**src/hdl/gasa_pkg.sv**
```systemverilog
`default_nettype none
// ----------------------------------------------------------------------------
// gasa_pkg: shared types and constants for the glyph atlas shelf allocator
// Field widths, beat layouts, per-atlas entry record and parameter defaults.
// ----------------------------------------------------------------------------
package gasa_pkg;

    localparam int NUM_ATLASES_DEF = 8;
    localparam int PAD_DEF         = 2;

    localparam int COORD_W   = 12;      // pen, shelf and side fields
    localparam int POS_W     = 11;      // placement corner on the output
    localparam int INDEX_W   = 3;       // atlas index on the output
    localparam int SUM_W     = 14;      // room for pen + padded size

    localparam logic [COORD_W-1:0] SIDE_MAX   = 12'd2048;
    localparam logic [COORD_W-1:0] SIDE_RESET = 12'd512;

    localparam logic OP_ALLOC = 1'b0;
    localparam logic OP_CLEAR = 1'b1;

    localparam int IN_TDATA_W  = 24;    // rect_width, rect_height
    localparam int IN_TUSER_W  = 1;     // opcode
    localparam int OUT_TDATA_W = 32;    // slot, pos_x, pos_y, opened_new
    localparam int OUT_TUSER_W = 1;     // ok

    typedef struct packed {
        logic [COORD_W-1:0] dim;
        logic [COORD_W-1:0] col;
        logic [COORD_W-1:0] row;
        logic [COORD_W-1:0] shelf;
    } atlas_entry_t;

    localparam int ENTRY_W = $bits(atlas_entry_t);

endpackage
`default_nettype wire

```
**src/hdl/glyph_atlas_shelf_allocator.sv**
```systemverilog
`default_nettype none
// ----------------------------------------------------------------------------
// glyph_atlas_shelf_allocator: first-fit shelf packing over square atlases
// Pen column, pen row, shelf height and side of each atlas sit in one RAM;
// a sequencer walks the open atlases in order, read-modify-write per atlas.
// ----------------------------------------------------------------------------
//  channel | dir | beat contents
//  s_*     | in  | tuser: opcode; tdata: rect_width, rect_height
//  m_*     | out | tuser: ok; tdata: slot, pos_x, pos_y, opened_new
//  cfg_*   | in  | atlas_side, written whenever cfg_wr_en is high
//
//  A clear or a zero-sized request goes straight to the result. An allocation
//  visits the open atlases in order, then opens a new atlas if none fits;
//  each visit is a RAM read then a check that writes the entry back if the rectangle fits its side.
//  Reset empties the allocator at once; RAM contents are never cleared.
//  A waiting result sits in the output register while the next beat is taken.
module glyph_atlas_shelf_allocator #(
    parameter int NUM_ATLASES = gasa_pkg::NUM_ATLASES_DEF,
    parameter int PAD         = gasa_pkg::PAD_DEF
) (
    input  wire logic                            clk,
    input  wire logic                            rst_n,
    input  wire logic                            cfg_wr_en,
    input  wire logic [gasa_pkg::COORD_W-1:0]    cfg_wr_data,
    input  wire logic                            s_tvalid,
    output logic                                 s_tready,
    // [11:0] rect_width, [23:12] rect_height
    input  wire logic [gasa_pkg::IN_TDATA_W-1:0] s_tdata,
    // [0] opcode
    input  wire logic [gasa_pkg::IN_TUSER_W-1:0] s_tuser,
    output logic                                 m_tvalid,
    input  wire logic                            m_tready,
    // [2:0] slot, [13:3] pos_x, [24:14] pos_y, [25] opened_new, rest 0
    output logic [gasa_pkg::OUT_TDATA_W-1:0]     m_tdata,
    // [0] ok
    output logic [gasa_pkg::OUT_TUSER_W-1:0]     m_tuser
);
    import gasa_pkg::*;

    localparam int AW = (NUM_ATLASES > 1) ? $clog2(NUM_ATLASES) : 1;
    localparam int CW = $clog2(NUM_ATLASES + 1);
    localparam logic [CW-1:0]    N_ATL   = CW'(NUM_ATLASES);
    localparam logic [SUM_W-1:0] PAD_EXT = SUM_W'(PAD);

    localparam logic [2:0] S_IDLE = 3'd0;
    localparam logic [2:0] S_RD   = 3'd1;
    localparam logic [2:0] S_CHK  = 3'd2;
    localparam logic [2:0] S_OPEN = 3'd3;
    localparam logic [2:0] S_RES  = 3'd4;

    logic [2:0]         state_reg, state_next;
    logic [CW-1:0]      open_count_reg, open_count_next;
    logic [CW-1:0]      idx_reg, idx_next;
    logic [COORD_W-1:0] atlas_side_reg;
    logic [SUM_W-1:0]   pw_reg, pw_next;
    logic [SUM_W-1:0]   ph_reg, ph_next;

    logic               res_ok_reg, res_ok_next;
    logic [INDEX_W-1:0] res_idx_reg, res_idx_next;
    logic [POS_W-1:0]   res_x_reg, res_x_next;
    logic [POS_W-1:0]   res_y_reg, res_y_next;
    logic               res_new_reg, res_new_next;

    logic                   out_valid_reg;
    logic [OUT_TDATA_W-1:0] out_data_reg;
    logic [OUT_TUSER_W-1:0] out_user_reg;
    logic                   out_load;

    logic               in_accept;
    logic [COORD_W-1:0] in_w, in_h;

    // RAM side
    logic               mem_we, mem_re;
    logic [ENTRY_W-1:0] mem_rdata;
    atlas_entry_t       cur, fresh, upd, wentry;

    // placement datapath
    logic [SUM_W-1:0]   side_ext, col_ext, row_ext, shelf_ext, row1_ext;
    logic               fits_side, wrap, fit;
    logic [COORD_W-1:0] col1, row1, sh1;

    assign in_w      = s_tdata[COORD_W-1:0];
    assign in_h      = s_tdata[2*COORD_W-1:COORD_W];
    assign s_tready  = (state_reg == S_IDLE);
    assign in_accept = s_tvalid && s_tready;

    assign fresh.dim   = (atlas_side_reg > SIDE_MAX) ? SIDE_MAX : atlas_side_reg;
    assign fresh.col   = '0;
    assign fresh.row   = '0;
    assign fresh.shelf = '0;

    assign cur = (state_reg == S_OPEN) ? fresh : atlas_entry_t'(mem_rdata);

    always_comb
    begin
        side_ext  = SUM_W'(cur.dim);
        col_ext   = SUM_W'(cur.col);
        row_ext   = SUM_W'(cur.row);
        shelf_ext = SUM_W'(cur.shelf);
        fits_side = (pw_reg <= side_ext) && (ph_reg <= side_ext);
        wrap      = (col_ext + pw_reg) > side_ext;
        col1      = wrap ? '0 : cur.col;
        row1_ext  = wrap ? (row_ext + shelf_ext) : row_ext;
        row1      = row1_ext[COORD_W-1:0];
        sh1       = wrap ? '0 : cur.shelf;
        fit       = fits_side && ((row1_ext + ph_reg) <= side_ext);

        upd.dim   = cur.dim;
        upd.col   = fit ? (col1 + pw_reg[COORD_W-1:0]) : col1;
        upd.row   = row1;
        upd.shelf = (fit && (ph_reg[COORD_W-1:0] > sh1)) ? ph_reg[COORD_W-1:0] : sh1;

        // an atlas too small for the rectangle keeps its pen
        wentry    = fits_side ? upd : cur;
    end

    assign mem_re = (state_reg == S_RD);
    assign mem_we = (state_reg == S_OPEN) || ((state_reg == S_CHK) && fits_side);

    gasa_ram #(
        .WIDTH (ENTRY_W),
        .DEPTH (NUM_ATLASES)
    ) u_entry_ram (
        .clk   (clk),
        .we    (mem_we),
        .waddr (idx_reg[AW-1:0]),
        .wdata (wentry),
        .re    (mem_re),
        .raddr (idx_reg[AW-1:0]),
        .rdata (mem_rdata)
    );

    always_comb
    begin
        state_next      = state_reg;
        open_count_next = open_count_reg;
        idx_next        = idx_reg;
        pw_next         = pw_reg;
        ph_next         = ph_reg;
        res_ok_next     = res_ok_reg;
        res_idx_next    = res_idx_reg;
        res_x_next      = res_x_reg;
        res_y_next      = res_y_reg;
        res_new_next    = res_new_reg;
        out_load        = 1'b0;

        case (state_reg)
            S_IDLE:
            begin
                if (in_accept)
                begin
                    pw_next      = SUM_W'(in_w) + PAD_EXT;
                    ph_next      = SUM_W'(in_h) + PAD_EXT;
                    idx_next     = '0;
                    res_ok_next  = 1'b0;
                    res_idx_next = '0;
                    res_x_next   = '0;
                    res_y_next   = '0;
                    res_new_next = 1'b0;
                    if (s_tuser[0] == OP_CLEAR)
                    begin
                        open_count_next = '0;
                        res_ok_next     = 1'b1;
                        state_next      = S_RES;
                    end
                    else if ((in_w == '0) || (in_h == '0))
                    begin
                        state_next = S_RES;
                    end
                    else if (open_count_reg != '0)
                    begin
                        state_next = S_RD;
                    end
                    else
                    begin
                        state_next = S_OPEN;
                    end
                end
            end
            S_RD:
            begin
                state_next = S_CHK;
            end
            S_CHK, S_OPEN:
            begin
                if (state_reg == S_OPEN)
                begin
                    open_count_next = open_count_reg + 1'b1;
                    res_new_next    = 1'b1;
                end
                if (fit)
                begin
                    res_ok_next  = 1'b1;
                    res_idx_next = INDEX_W'(idx_reg);
                    res_x_next   = col1[POS_W-1:0];
                    res_y_next   = row1[POS_W-1:0];
                    state_next   = S_RES;
                end
                else if (state_reg == S_OPEN)
                begin
                    state_next = S_RES;
                end
                else
                begin
                    // idx ends equal to open_count, the slot a new atlas takes
                    idx_next = idx_reg + 1'b1;
                    if ((idx_reg + 1'b1) < open_count_reg)
                    begin
                        state_next = S_RD;
                    end
                    else if (open_count_reg < N_ATL)
                    begin
                        state_next = S_OPEN;
                    end
                    else
                    begin
                        state_next = S_RES;
                    end
                end
            end
            S_RES:
            begin
                if (!out_valid_reg || m_tready)
                begin
                    out_load   = 1'b1;
                    state_next = S_IDLE;
                end
            end
            default:
            begin
                state_next = S_IDLE;
            end
        endcase
    end

    always_ff @(posedge clk or negedge rst_n)
    begin
        if (!rst_n)
        begin
            state_reg      <= S_IDLE;
            open_count_reg <= '0;
            atlas_side_reg <= SIDE_RESET;
            out_valid_reg  <= 1'b0;
        end
        else
        begin
            state_reg      <= state_next;
            open_count_reg <= open_count_next;
            if (cfg_wr_en)
            begin
                atlas_side_reg <= cfg_wr_data;
            end
            if (out_load)
            begin
                out_valid_reg <= 1'b1;
            end
            else if (m_tready)
            begin
                out_valid_reg <= 1'b0;
            end
        end
    end

    always_ff @(posedge clk)
    begin
        idx_reg     <= idx_next;
        pw_reg      <= pw_next;
        ph_reg      <= ph_next;
        res_ok_reg  <= res_ok_next;
        res_idx_reg <= res_idx_next;
        res_x_reg   <= res_x_next;
        res_y_reg   <= res_y_next;
        res_new_reg <= res_new_next;
        if (out_load)
        begin
            out_data_reg <= {6'b0, res_new_reg, res_y_reg, res_x_reg, res_idx_reg};
            out_user_reg <= res_ok_reg;
        end
    end

    assign m_tvalid = out_valid_reg;
    assign m_tdata  = out_data_reg;
    assign m_tuser  = out_user_reg;

`ifndef ASSERT_OFF
    a_count_bound: assert property (@(posedge clk) disable iff (!rst_n)
        open_count_reg <= N_ATL)
        else $error("open atlas count above limit");

    a_clear_empties: assert property (@(posedge clk) disable iff (!rst_n)
        (in_accept && (s_tuser[0] == OP_CLEAR)) |=> (open_count_reg == '0))
        else $error("clear did not close all atlases");

    a_walk_in_range: assert property (@(posedge clk) disable iff (!rst_n)
        ((state_reg == S_RD) || (state_reg == S_CHK)) |-> (idx_reg < open_count_reg))
        else $error("walk reached an atlas that is not open");

    a_open_slot: assert property (@(posedge clk) disable iff (!rst_n)
        (state_reg == S_OPEN) |-> ((idx_reg == open_count_reg) && (open_count_reg < N_ATL)))
        else $error("new atlas opened at wrong slot or when full");

    a_load_waits: assert property (@(posedge clk) disable iff (!rst_n)
        (out_valid_reg && !m_tready) |-> !out_load)
        else $error("result overwrote a waiting beat");
`endif

endmodule
`default_nettype wire

```
**src/hdl/gasa_ram.sv**
```systemverilog
`default_nettype none
// ----------------------------------------------------------------------------
// gasa_ram: generic single-write, single-read RAM
// One write port, one read port with registered read data.
// ----------------------------------------------------------------------------
module gasa_ram #(
    parameter int WIDTH = 8,
    parameter int DEPTH = 8,
    localparam int AW   = (DEPTH > 1) ? $clog2(DEPTH) : 1
) (
    input  wire logic             clk,
    input  wire logic             we,
    input  wire logic [AW-1:0]    waddr,
    input  wire logic [WIDTH-1:0] wdata,
    input  wire logic             re,
    input  wire logic [AW-1:0]    raddr,
    output logic      [WIDTH-1:0] rdata
);

    logic [WIDTH-1:0] mem [DEPTH];

    always_ff @(posedge clk)
    begin
        if (we)
        begin
            mem[waddr] <= wdata;
        end
        if (re)
        begin
            rdata <= mem[raddr];
        end
    end

endmodule
`default_nettype wire

```
**config.mk**
```make
export PLATFORM = sky130hd
export DESIGN_NAME = glyph_atlas_shelf_allocator
export DESIGN_NICKNAME = d
export VERILOG_FILES = /design/src/hdl/gasa_pkg.sv /design/src/hdl/glyph_atlas_shelf_allocator.sv /design/src/hdl/gasa_ram.sv
export SDC_FILE = /design/constraint.sdc
export NUM_CORES = 1
export LEC_CHECK = 0
export ABC_AREA = 1
export ABC_CLOCK_PERIOD_IN_PS = 11600
export BUFFER_PORTS_ARGS = -buffer_cell sky130_fd_sc_hd__buf_4
export CORE_UTILIZATION = 40
export CTS_CLUSTER_SIZE = 28
export DETAILED_ROUTE_END_ITERATION = 6
export GPL_ROUTABILITY_DRIVEN = 0
export PLACE_DENSITY_LB_ADDON = 0.12
export SYNTH_ARGS = -nofsm -noshare
export SYNTH_HDL_FRONTEND = slang
export SYNTH_SLANG_ARGS = --single-unit
```
**constraint.sdc**
```tcl
create_clock -name clk -period 11.6 [get_ports clk]
set_input_delay 2.32 -clock clk [delete_from_list [all_inputs] [get_ports clk]]
set_output_delay 2.32 -clock clk [all_outputs]
set_load 0.1 [all_outputs]
```
### Word level (Yosys, flattened, before mapping)

Memories as Yosys holds them, arrays and structs flattened. A register that Yosys moved wholly into a read port is not among the register bits.
Index checks and enable logic that the tools add are counted.

* latch bits: 0
* memories: 1
* output and inout bits: 35
* memory bits (read-only): 0
* register bits: 106
* logic and storage cells: 111
* memory bits (writable): 384
* input bits: 42

* shift operators: 0
* multiplexer cells: 47
* reductions and logical operators: 22
* order comparisons: 8
* equal/unequal tests: 11
* multiply operators: 0
* $add $sub $neg: 8
* bitwise gates (word level): 0
* div/mod/pow operators: 0

Memory list
* u_entry_ram.mem: words 8, width 48, read ports 1, clocked after Yosys merged registers in 1, write ports 1, RTL line gasa_ram.sv:20 `logic [WIDTH-1:0] mem [DEPTH];`

Operators with widths (number)
* $mux 12: 5
* $mux 48: 1
* $pmux 11 s2: 2
* $le 14x12->1: 3
* $mux 36: 1
* $mux 11: 3
* $mux 3: 10
* $add 12x2->13 const B: 2
* $logic_not 12->1: 2
* $mux 4: 6
* $pmux 4 s2: 2
* $add 12x14->14: 1
* $add 13x14->14: 1
* $gt 14x12->1: 1
* $add 12x12->13: 1
* $mux 13: 1
* $add 12x12->12: 1
* $gt 12x12->1: 1
* $gt 12x12->1 const B: 1
* $pmux 3 s4: 1
* $mux 1: 11
* $ne 2x2->1 const B: 5
* $add 4x1->4 const B: 2
* $reduce_and 4->1: 2
* 18 further kinds: 30

### Depth between registers and ports, before layout

* depth after elaboration: 12
* depth in mapped cells: 51
* gate-level depth less buffers: 49

### Modules after synthesis

From an unflattened synthesis, not the netlist that was laid out.

* cells, all modules: 2923
* area, all modules: 27351.2 um2

Modules (own cells, without submodules)
* gasa_ram: sequential area each 12972.4 um2, cells each 1725, area an instance 18151.2 um2, times used 1
* glyph_atlas_shelf_allocator: sequential area each 3024.2 um2, cells each 1198, area an instance 9200.1 um2, times used 1

### Worst setup path before layout

No wires, ideal clock.

* kind: register -> register
* start: register state_reg[2]
* end: memory u_entry_ram.mem[0][0] (netlist name) (enable)
* data required time: 11027 ps
* data arrival time: 7548 ps
* buffers on the path: 1
* clock period less this slack: 8121 ps
* cell stages (with the launch flop): 20
* setup slack: 3479 ps
* library setup time: 573 ps
* path through: dfrtp_1 -> nor2_4 -> inv_2 -> nor2_2 -> inv_2 -> clkbuf_1 -> nor2_1 -> inv_1 -> o22ai_1 -> inv_1 -> ha_1 -> a21oi_1 -> o21ai_0 -> a21oi_1 -> nand2_1 -> nand2_1 -> nand2_1 -> o21ai_0 -> inv_2 -> nor4_1

RTL lines
* from (decl): RTL line glyph_atlas_shelf_allocator.sv:51 `logic [2:0] state_reg, state_next;`
* from (signal assigned): RTL line glyph_atlas_shelf_allocator.sv:247 `state_reg <= state_next;`
* to (decl): RTL line gasa_ram.sv:20

==> flow_summary.json <==
{
  "synth-seq-cells": 536,
  "end_kind": "register",
  "cp_data_arrival_time_ps": 9390,
  "slowest_delay_ps": 820,
  "grt_first_pass_wirelength_um": 103000,
  "syn-instance-count": 2028,
  "yosys-top-cells-area": "edfxtp_1 63%, ha_1 6.0%, nand2_1 5.7%",
  "cts_buffers": 57,
  "crit_slowest_cell": "nor2_4",
  "synth_top_area_frac": 0.634,
  "synth.distinct_cells": 52,
  "setup_tns_ps": 0,
  "via_count": 16100,
  "worst_slew_pin_slew_ps": 1290,
  "reg2reg_depth": 34,
  "netlist_area_um2": 24400,
  "core-area_um2": 60400,
  "antenna_found_initial": 0,
  "cts_root_buffer": "clkbuf_16",
  "powerDensity_nw_per_um2": 316,
  "postCtsHoldBufs": 0,
  "grt_max_degree": 50,
  "nets": 2290,
  "cts_setup_buffers": 0,
  "post_drt_wl_per_cell_um": 23.5,
  "crit_fanout": 37,
  "grt_pass1_vias": 16000,
  "regMostFlops": "u_entry_ram.mem",
  "rsz0062_at_grt": "false",
  "dp_hpwl_um": 42300,
  "drc": 0,
  "finalCriticalPeriod_ps": 9090,
  "clock-sinks": 536,
  "yosys_warnings": 0,
  "hp-class": "register to register",
  "final_hold_viol_count": 0,
  "final_cell_mix": "516 x edfxtp_1, 372 x nand2_1, 182 x inv_1",
  "synthArstFlopShare": 0.0373,
  "relSlewSlack": 0.128,
  "yosys.area.top_type": "edfxtp_1",
  "status": "complete, no violations",
  "insertion_delay_ps": 630,
  "finClkSkew_ps": 28.6,
  "die_w_um": 249,
  "cts.repair.resized": 0,
  "cts_max_level": 2,
  "syn_avg_cell_area_um2": 12.0,
  "port_buffers": 70,
  "final_common_cell": "edfxtp_1",
  "start_util": 0.405,
  "hp-start": "res_y_reg[8]",
  "antenna_cells": 0,
  "grt.total_usage": 0.224,
  "setup_viol": 0,
  "clk_pin_slew_ps": 60,
  "worstSetupStartpoint": "state_reg[2]",
  "drtPass1Iterations": 5,
  "p_leak_nw": 10.6,
  "slew_violations": 0,
  "ios": 77,
  "clock_path_buffers": 3,
  "drt-vias-per-instance": 5.46,
  "die_area_um2": 62100,
  "drt_iter0_markers": 1284,
  "fmax_mhz": 110,
  "rows": 90,
  "finalCritPeriodShare": 0.784,
  "timing.rr.start": "state_reg[2]",
  "drive_gt1_frac": 0.115,
  "vdd_ir_drop_max_v": 0.000161,
  "timing.hold.ws_ps": 425,
  "critPathKind": "register to register",
  "die_h_um": 249,
  "postLayoutCoreUtil": 0.460,
  "startpoint_type": "register",
  "overflow": 0,
  "cts_tree": "yes",
  "ys.flop_type": "edfxtp_1",
  "required_ps": 11900,
  "wirelength_um": 69500,
  "cp_common_cell": "nand2_1",
  "antenna_left": 0,
  "ys_seq_area_frac": 0.655,
  "cap_violations": 0,
  "largest_register_ffs": 384,
  "holdPathStages": 0,
  "synth_edf_count": 516,
  "area_growth_pct": 13.8
}
-- critical path: cells and delay by family (launching register included) --
family / cells / cell delay [ps]
and+or+nand+nor: 14 / 2610
AOI/OAI and AO/OA: 9 / 2600
DFF: 1 / 470
buffers and inverters: 7 / 1830
xor gates and xnor gates: 1 / 150
adders and majority gates: 3 / 1050
-- synth_stat cells, drive strengths merged (12+ instances only) --
cell type,count
a31oi,12
nand4,57
a22o,27
a221oi,40
buf,49
nand2,381
a21oi,79
nand3,61
clkbuf,24
xnor2,22
o21ai,102
xor2,31
dfrtp,19
edfxtp,516
ha,117
nor4,15
a22oi,59
nor2,148
inv,194
nor3,24
-- path summary, 6_finish.rpt --
kind / end / slack (ps)
min in group asynchronous: atlas_side_reg[10] / 1600
min reg2reg: m_tdata[22] / 420
max in group asynchronous: atlas_side_reg[9] / 9700
max reg2reg: res_idx_reg[1] / 2510
max: res_idx_reg[1] / 2510
min: m_tdata[22] / 420
-- area by class of cell --
class                      instances  area, um2
clock buffer                      77       1550
clock inverter                    29        278
fill                            5486      32600
inverter                         196        736
multi-input combinational       1228       7440
sequential                       536      16000
tap                              782        978
timing repair buffer             108        811
-- kinds of logic (layout without fill, tap and decap cells) --
group                      count (synthesis)  count (layout)  synth area share
AOI/OAI and AO/OA                        353             353            0.0937
adders and majority gates                121             121            0.0632
muxes                                      1               1          0.000461
xor gates and xnor gates                  53              53            0.0190
and+or+nand+nor                          694             694             0.123
other                                      1               6          0.000154
DFF                                      536             536             0.655
buffers and inverters                    269             410            0.0459
-- report_power, final --
group	internal (mW)	total, mW	switching, mW
combinational	1.30	4.17	2.87
clock	1.03	1.79	0.761
sequential	2.67	2.81	0.139
-- routing by layer --
metal | GRT usage | wire length, um | vias up
met3 | 0.0263 | 3090 | 101
met5 | 0 | 0 | -
met4 | 0.0667 | 1760 | 0
met2 | 0.378 | 33400 | 408
met1 | 0.305 | 31300 | 8099
li1 | - | - | 7524
-- per-stage QoR --
step           std cells  power, mW  setup WS, ps  area, um2
2_1_floorplan       2033       5.78          3480      24400
3_3_place_gp        2850       6.97          2870      26000
3_5_place_dp        2850       7.01          2540      26000
4_1_cts             2956       8.82          2510      27800
5_1_grt             2956       9.37          1740      27800
6_report            2956       8.77          2510      27800
(Power assumes the default switching activity.)
